File: config.mk
export PLATFORM = sky130hd
export DESIGN_NAME = coincidence_window_event_builder
export DESIGN_NICKNAME = d
export VERILOG_FILES = /design/src/rtl/cweb_pkg.sv /design/src/rtl/cweb_ram.sv /design/src/rtl/coincidence_window_event_builder.sv
export SDC_FILE = /design/constraint.sdc
export NUM_CORES = 2
export LEC_CHECK = 0
export ABC_AREA = 1
export BUFFER_PORTS_ARGS = -buffer_cell sky130_fd_sc_hd__buf_2
export CORE_MARGIN = 2
export CORE_UTILIZATION = 55
export DETAILED_ROUTE_END_ITERATION = 8
export HOLD_SLACK_MARGIN = 0.12
export PLACE_DENSITY_LB_ADDON = 0.1
export REMOVE_ABC_BUFFERS = 1
export SLEW_MARGIN = 20
export SYNTH_ARGS = -nofsm -noshare
export SYNTH_HDL_FRONTEND = slang
export SYNTH_HIERARCHICAL = 1
export SYNTH_SLANG_ARGS = --single-unit
File: constraint.sdc
create_clock -name clock -period 13.1 [get_ports clock]
set_clock_uncertainty 0.1 [all_clocks]
set_input_delay 1.965 -clock clock [delete_from_list [all_inputs] [get_ports clock]]
set_output_delay 1.965 -clock clock [all_outputs]
set_load 0.01 [all_outputs]
File: src/rtl/cweb_pkg.sv
`timescale 1ns / 1ps
// ----------------------------------------------------------------------------
// Coincidence window event builder package
// Shared widths, constants and types of the event builder.
// ----------------------------------------------------------------------------
package cweb_pkg;

   localparam int LINE_COUNT   = 15;
   localparam int LINE_W       = 4;
   localparam int TIME_W       = 48;
   localparam int ENERGY_W     = 16;
   localparam int WINDOW_W     = 32;
   localparam int ENTRY_W      = TIME_W + ENERGY_W;

   localparam logic [WINDOW_W-1:0] WINDOW_RESET   = 32'd1000;
   localparam logic [2:0]          ANODE_CHANNEL  = 3'd4;
   localparam logic [4:0]          ANODE_LINE_BASE = 5'd12;
   localparam logic                CMD_HIT        = 1'b0;
   localparam logic                CMD_FLUSH      = 1'b1;

   typedef logic [LINE_COUNT-1:0] mask_type;
   typedef logic [LINE_W-1:0]     line_type;
   typedef logic [TIME_W-1:0]     time_type;
   typedef logic [ENERGY_W-1:0]   energy_type;

   typedef enum logic [3:0] {
      ST_IDLE    = 4'b0001,
      ST_CHECK   = 4'b0010,
      ST_EMIT_RD = 4'b0100,
      ST_EMIT_WR = 4'b1000
   } state_type;

endpackage

File: src/rtl/cweb_ram.sv
`timescale 1ns / 1ps
// ----------------------------------------------------------------------------
// Generic RAM
// One write port and one read port with registered read data; the read
// data holds while no read is issued.
// ----------------------------------------------------------------------------
module cweb_ram #(
   parameter int WIDTH = 8,
   parameter int DEPTH = 16
) (
   input  logic                     clock,
   input  logic                     wr_en,
   input  logic [$clog2(DEPTH)-1:0] wr_addr,
   input  logic [WIDTH-1:0]         wr_data,
   input  logic                     rd_en,
   input  logic [$clog2(DEPTH)-1:0] rd_addr,
   output logic [WIDTH-1:0]         rd_data
);

   logic [WIDTH-1:0] mem_ff [DEPTH];
   logic [WIDTH-1:0] rd_data_ff;

   always_ff @(posedge clock) begin
      if (wr_en) begin
         mem_ff[wr_addr] <= wr_data;
      end
      if (rd_en) begin
         rd_data_ff <= mem_ff[rd_addr];
      end
   end

   assign rd_data = rd_data_ff;

endmodule

File: src/rtl/coincidence_window_event_builder.sv
`timescale 1ns / 1ps
// ----------------------------------------------------------------------------
// Coincidence window event builder
// Groups detector hits that fall within a time window of the first hit
// into events, keeps the largest energy per detector line and emits each
// closed event as one response per filled line.
// ----------------------------------------------------------------------------
//  Channel   Direction  Handshake           Payload
//  req_      in         req_valid/req_stall cmd, hit flag, channel, group,
//                                           time, energy
//  rsp_      out        rsp_valid/rsp_stall line, time, energy, mask, last
//  csr_      in         csr_wr_en           window_ticks
//
// A hit into an empty builder is written directly; a hit into an open event
// is read, compared and written back through the line store. Closing an
// event or a flush reads out one filled line at a time through the single
// read port of the line store. Reset is synchronous; the line store needs
// no clearing since only filled lines are read. A stalled response holds
// the emission in place.
// ----------------------------------------------------------------------------
module coincidence_window_event_builder
   import cweb_pkg::*;
(
   input  logic                clock,
   input  logic                reset,
   input  logic                req_valid,
   output logic                req_stall,
   input  logic                req_cmd,
   input  logic                req_hit_valid,
   input  logic [2:0]          req_channel_num,
   input  logic [1:0]          req_group_index,
   input  logic [TIME_W-1:0]   req_hit_time,
   input  logic [ENERGY_W-1:0] req_hit_energy,
   output logic                rsp_valid,
   input  logic                rsp_stall,
   output logic [LINE_W-1:0]   rsp_line_number,
   output logic [TIME_W-1:0]   rsp_line_time,
   output logic [ENERGY_W-1:0] rsp_line_energy,
   output logic [LINE_COUNT-1:0] rsp_event_mask,
   output logic                rsp_last,
   input  logic                csr_wr_en,
   input  logic [WINDOW_W-1:0] csr_wr_data
);

   function automatic line_type lowest_line(input mask_type m);
      line_type idx;
      idx = '0;
      for (int i = LINE_COUNT - 1; i >= 0; i--) begin
         if (m[i]) begin
            idx = LINE_W'(i);
         end
      end
      return idx;
   endfunction

   state_type   state_ff, state_in;
   mask_type    mask_ff, mask_in;
   time_type    ref_ff, ref_in;
   logic [WINDOW_W-1:0] window_ff;
   line_type    hit_line_ff, hit_line_in;
   time_type    hit_time_ff, hit_time_in;
   energy_type  hit_energy_ff, hit_energy_in;
   time_type    diff_ff, diff_in;
   mask_type    rem_ff, rem_in;
   mask_type    emit_mask_ff, emit_mask_in;
   line_type    emit_line_ff, emit_line_in;
   logic        pend_ff, pend_in;
   logic        rsp_valid_ff, rsp_valid_in;
   line_type    rsp_line_ff, rsp_line_in;
   time_type    rsp_time_ff, rsp_time_in;
   energy_type  rsp_energy_ff, rsp_energy_in;
   mask_type    rsp_mask_ff, rsp_mask_in;
   logic        rsp_last_ff, rsp_last_in;

   logic        req_take;
   logic [4:0]  dec_line;
   logic        dec_ok;
   logic        out_free;
   line_type    rem_low;
   mask_type    rem_low_bit;
   logic        in_window;
   logic        take_new;

   logic             ram_wr_en;
   line_type         ram_wr_addr;
   logic [ENTRY_W-1:0] ram_wr_data;
   logic             ram_rd_en;
   line_type         ram_rd_addr;
   logic [ENTRY_W-1:0] ram_rd_data;
   time_type         rd_time;
   energy_type       rd_energy;

   cweb_ram #(
      .WIDTH(ENTRY_W),
      .DEPTH(LINE_COUNT)
   ) u_line_store (
      .clock   (clock),
      .wr_en   (ram_wr_en),
      .wr_addr (ram_wr_addr),
      .wr_data (ram_wr_data),
      .rd_en   (ram_rd_en),
      .rd_addr (ram_rd_addr),
      .rd_data (ram_rd_data)
   );

   assign rd_time   = ram_rd_data[ENTRY_W-1:ENERGY_W];
   assign rd_energy = ram_rd_data[ENERGY_W-1:0];

   assign req_stall = (state_ff != ST_IDLE);
   assign req_take  = req_valid && !req_stall;
   assign out_free  = !rsp_valid_ff || !rsp_stall;

   // Anode channel maps past the twelve cathode lines of the three groups.
   always_comb begin
      if (req_channel_num == ANODE_CHANNEL) begin
         dec_line = {3'd0, req_group_index} + ANODE_LINE_BASE;
      end else begin
         dec_line = {1'b0, req_group_index, req_channel_num[1:0]};
      end
      dec_ok = req_hit_valid && (req_channel_num <= ANODE_CHANNEL) &&
               (dec_line < 5'(LINE_COUNT));
   end

   assign rem_low     = lowest_line(rem_ff);
   assign rem_low_bit = mask_type'(1) << rem_low;
   assign in_window   = diff_ff < {{(TIME_W-WINDOW_W){1'b0}}, window_ff};
   assign take_new    = !mask_ff[hit_line_ff] || (hit_energy_ff > rd_energy);

   always_comb begin
      state_in      = state_ff;
      mask_in       = mask_ff;
      ref_in        = ref_ff;
      hit_line_in   = hit_line_ff;
      hit_time_in   = hit_time_ff;
      hit_energy_in = hit_energy_ff;
      diff_in       = diff_ff;
      rem_in        = rem_ff;
      emit_mask_in  = emit_mask_ff;
      emit_line_in  = emit_line_ff;
      pend_in       = pend_ff;
      rsp_valid_in  = rsp_valid_ff && rsp_stall;
      rsp_line_in   = rsp_line_ff;
      rsp_time_in   = rsp_time_ff;
      rsp_energy_in = rsp_energy_ff;
      rsp_mask_in   = rsp_mask_ff;
      rsp_last_in   = rsp_last_ff;
      ram_wr_en     = 1'b0;
      ram_wr_addr   = hit_line_ff;
      ram_wr_data   = {hit_time_ff, hit_energy_ff};
      ram_rd_en     = 1'b0;
      ram_rd_addr   = rem_low;

      case (state_ff)
         ST_IDLE: begin
            hit_line_in   = dec_line[LINE_W-1:0];
            hit_time_in   = req_hit_time;
            hit_energy_in = req_hit_energy;
            if (req_hit_time >= ref_ff) begin
               diff_in = req_hit_time - ref_ff;
            end else begin
               diff_in = ref_ff - req_hit_time;
            end
            if (req_take) begin
               if (req_cmd == CMD_FLUSH) begin
                  if (mask_ff != '0) begin
                     rem_in       = mask_ff;
                     emit_mask_in = mask_ff;
                     mask_in      = '0;
                     pend_in      = 1'b0;
                     state_in     = ST_EMIT_RD;
                  end
               end else if (dec_ok) begin
                  if (mask_ff == '0) begin
                     // First hit opens the event directly.
                     ram_wr_en   = 1'b1;
                     ram_wr_addr = dec_line[LINE_W-1:0];
                     ram_wr_data = {req_hit_time, req_hit_energy};
                     mask_in     = mask_type'(1) << dec_line[LINE_W-1:0];
                     ref_in      = req_hit_time;
                  end else begin
                     ram_rd_en   = 1'b1;
                     ram_rd_addr = dec_line[LINE_W-1:0];
                     state_in    = ST_CHECK;
                  end
               end
            end
         end
         ST_CHECK: begin
            if (in_window) begin
               if (take_new) begin
                  ram_wr_en = 1'b1;
                  mask_in   = mask_ff | (mask_type'(1) << hit_line_ff);
               end
               state_in = ST_IDLE;
            end else begin
               // The hit waits until the closed event has been read out.
               rem_in       = mask_ff;
               emit_mask_in = mask_ff;
               mask_in      = '0;
               pend_in      = 1'b1;
               state_in     = ST_EMIT_RD;
            end
         end
         ST_EMIT_RD: begin
            ram_rd_en    = 1'b1;
            emit_line_in = rem_low;
            rem_in       = rem_ff & ~rem_low_bit;
            state_in     = ST_EMIT_WR;
         end
         ST_EMIT_WR: begin
            if (out_free) begin
               rsp_valid_in  = 1'b1;
               rsp_line_in   = emit_line_ff;
               rsp_time_in   = rd_time;
               rsp_energy_in = rd_energy;
               rsp_mask_in   = emit_mask_ff;
               rsp_last_in   = (rem_ff == '0);
               if (rem_ff != '0) begin
                  ram_rd_en    = 1'b1;
                  emit_line_in = rem_low;
                  rem_in       = rem_ff & ~rem_low_bit;
               end else begin
                  if (pend_ff) begin
                     ram_wr_en = 1'b1;
                     mask_in   = mask_type'(1) << hit_line_ff;
                     ref_in    = hit_time_ff;
                     pend_in   = 1'b0;
                  end
                  state_in = ST_IDLE;
               end
            end
         end
         default: begin
            state_in = ST_IDLE;
         end
      endcase
   end

   always_ff @(posedge clock) begin
      if (reset) begin
         state_ff     <= ST_IDLE;
         mask_ff      <= '0;
         ref_ff       <= '0;
         window_ff    <= WINDOW_RESET;
         rem_ff       <= '0;
         pend_ff      <= 1'b0;
         rsp_valid_ff <= 1'b0;
      end else begin
         state_ff     <= state_in;
         mask_ff      <= mask_in;
         ref_ff       <= ref_in;
         rem_ff       <= rem_in;
         pend_ff      <= pend_in;
         rsp_valid_ff <= rsp_valid_in;
         if (csr_wr_en) begin
            window_ff <= csr_wr_data;
         end
      end
   end

   always_ff @(posedge clock) begin
      hit_line_ff   <= hit_line_in;
      hit_time_ff   <= hit_time_in;
      hit_energy_ff <= hit_energy_in;
      diff_ff       <= diff_in;
      emit_mask_ff  <= emit_mask_in;
      emit_line_ff  <= emit_line_in;
      rsp_line_ff   <= rsp_line_in;
      rsp_time_ff   <= rsp_time_in;
      rsp_energy_ff <= rsp_energy_in;
      rsp_mask_ff   <= rsp_mask_in;
      rsp_last_ff   <= rsp_last_in;
   end

   assign rsp_valid       = rsp_valid_ff;
   assign rsp_line_number = rsp_line_ff;
   assign rsp_line_time   = rsp_time_ff;
   assign rsp_line_energy = rsp_energy_ff;
   assign rsp_event_mask  = rsp_mask_ff;
   assign rsp_last        = rsp_last_ff;

endmodule
==> metrics.cfg <==
[global_routing]
grt_busiest_layer = met2
grt_pass1_vias = 43398
grt_pass1_wl_mm = 268
met1_usage = 0.439
grt_max_degree = 178
grt_antenna_before_repair = 22
track_usage = 0.304
grt_overflow = 0
grt_use_met3 = 0.0555
use_met2 = 0.474

[placement]
dpl.hpwl_mm = 106
gp_congestion = 0.983
placed_area_sq_um = 65500
post-place-ws_ns = 5.90
io_buffers = 193

[outcome]
status = finished, final reports clean

[synthesis]
synth.largest_area_cell = edfxtp_1
syn_area_sq_um = 63800
synth_area_per_cell_sq_um = 9.80
synth_top_flop_cell = edfxtp_1
ys_ff_latch = 1359
yosys-top-cells-area = edfxtp_1 59%, nand2_1 13%, nand3_1 4.8%
synth_top_area_frac = 0.585
synth-edff-count = 1243
ys_types = 58
seq_area_frac_synth = 0.622
async_flop_share = 0
syn_inst = 6505
yosys_warnings = 6

[sta]
tightest_slew_ns = 1.13
setup_ws_ns = 6.53
rsz0062_at_grt = false
period_minus_slack_ns = 6.57
setup_violations = 0
relSlewSlack = 0.244
finalHoldViolCount = 0
max_freq_mhz = 152
maxSlewViolCount = 0
finalCritPeriodShare = 0.502

[clock_tree]
cts_setup_buffers = 0
cts_tree = built
clk_path_buf_depth = 3
cts_root_buf = clkbuf_16
cts_made_buffers = 143
cts_max_level = 4
postCtsResizedCells = 0
cts_sinks = 1359
clock_latency_ns = 0.76
holdBufCountCts = 0
path_clk_slew_ns = 0.06

[pwr]
p_leak_uw = 0.0291
max-vdd-ir-drop_mv = 0.613
powerDensity_nw_per_um2 = 260

[routing]
wire_per_inst_microns = 22.1
vias = 46268
drtPass1Iterations = 5
drc_errors = 0
ant_nets = 0
first_iter_violations = 4421
viasPerCell = 5.61
totalWireLength_mm = 182

[floorplanning]
rows = 124
die_h_microns = 345
initial_core_util = 0.556
core_sq_um = 115000
die_w_microns = 345
die_area_sq_um = 119000
num_io_pins = 194

[finish]
area_growth_pct = 10.1
layout-drive-gt1-share = 0.0841
final_cell_area_sq_um = 70200
layout_common_cells = 2255 x nand2_1, 1243 x edfxtp_1, 735 x inv_1, 609 x nand3_1, 240 x nor2_1
layout_commonest_cell = nand2_1
layout.nets = 6866

[setup_path]
cp_max_fo = 84
critical_path_class = in -> reg
critPathCaptureType = flip-flop
crit_required_ns = 13.49
startpoint_type = input pin
arrival_ns = 6.96

[hold_path]
min_path_type = reg -> reg

[flow_run]
cap_violations = 0

[routing by layer]
metal | routed length [microns] | vias to the layer above
li1 | - | 21778
met1 | 79200 | 22326
met2 | 82900 | 1851
met3 | 15200 | 291
met4 | 4550 | 22
met5 | 136 | -
[cell families after synthesis]
logic type / Yosys count / synth area share
AND/OR/NAND/NOR: 3193 / 0.204
flip-flops: 1359 / 0.622
buffers and inverters: 1062 / 0.0741
AO/OA/AOI/OAI: 657 / 0.0597
adder cells (fa/ha/maj): 144 / 0.0285
XOR/XNOR: 90 / 0.0124
[synthesized netlist by cell type, drive strengths merged (21+ instances only)]
master	instances
a21oi	225
a31oi	64
buf	217
clkbuf	83
dfxtp	116
edfxtp	1243
ha	142
inv	758
nand2	2261
nand3	611
nor2	260
nor3	25
o21ai	265
o21bai	21
xor2	75
[where the power goes]
part | internal (uW) | switching (uW)
Clock | 2310 | 1660
Combinational | 2140 | 5920
Sequential | 5960 | 245
[critical path, stage by stage]
cell	delay [ns]
buf_2	0.10
nor2_1	0.05
nand2_2	0.07
inv_2	0.05
nor2_4	0.11
inv_2	0.10
nand4_1	0.12
nand3_2	0.13
nand3_1	0.14
nand3_1	0.17
nor3_2	0.74
nand2_1	0.21
o21ai_4	0.11
buf_4	0.45
buf_4	0.81
buf_4	0.83
nand2_1	0.16
nand3_1	0.14
nand3_1	0.12
nand3_1	0.12
nand2_1	0.07
[through the flow]
| stage | cells | util | power (uW) | hold WS [ns] | setup TNS, ns |
|---|---|---|---|---|---|
| 2_1_floorplan | 6205 | - | 11800 | 0.300 | -1674.57 |
| 3_3_place_gp | 7978 | 0.572 | 14100 | 0.303 | 0 |
| 3_5_place_dp | 7978 | 0.572 | 14200 | 0.305 | 0 |
| 4_1_cts | 8237 | 0.612 | 18200 | 0.317 | 0 |
| 5_1_grt | 8241 | 0.612 | 19400 | 0.317 | 0 |
| 6_report | 8249 | 0.612 | 18200 | 0.311 | 0 |
[final timing paths]
kind                                                from                          to  slack (ns)  depth (start not counted)
worst max-delay path                  req_channel_num[0]    u_line_store/rd_data[19]        6.53                         21
worst min-delay path            u_line_store/rd_data[57]           rsp_line_time[41]        0.31                          0
worst max register to register          hit_energy_ff[1]  u_line_store/mem_ff[1][19]        7.21                         12
worst min register to register  u_line_store/rd_data[57]           rsp_line_time[41]        0.31                          0
[state kept, by name (all words and copies together), names as in the netlist, 16 cells and up]
signal                flops
rsp_line_time            48
hit_energy_ff            16
u_line_store/rd_data     64
u_line_store/mem_ff     960
rsp_line_energy          16
ref_ff                   48
hit_time_ff              48
diff_ff                  48
window_ff                32
[cell type report]
type / instances / area [sq um]
antenna: 9 / 22.5
clock buffer: 199 / 3960
clock inverter: 60 / 624
fill: 9471 / 44400
inverter: 762 / 2890
multi-input combinational: 4084 / 19600
sequential: 1359 / 39600
tap: 1512 / 1890
timing repair buffer: 264 / 1590
No activity file was read; power rests on OpenSTA's default activity.
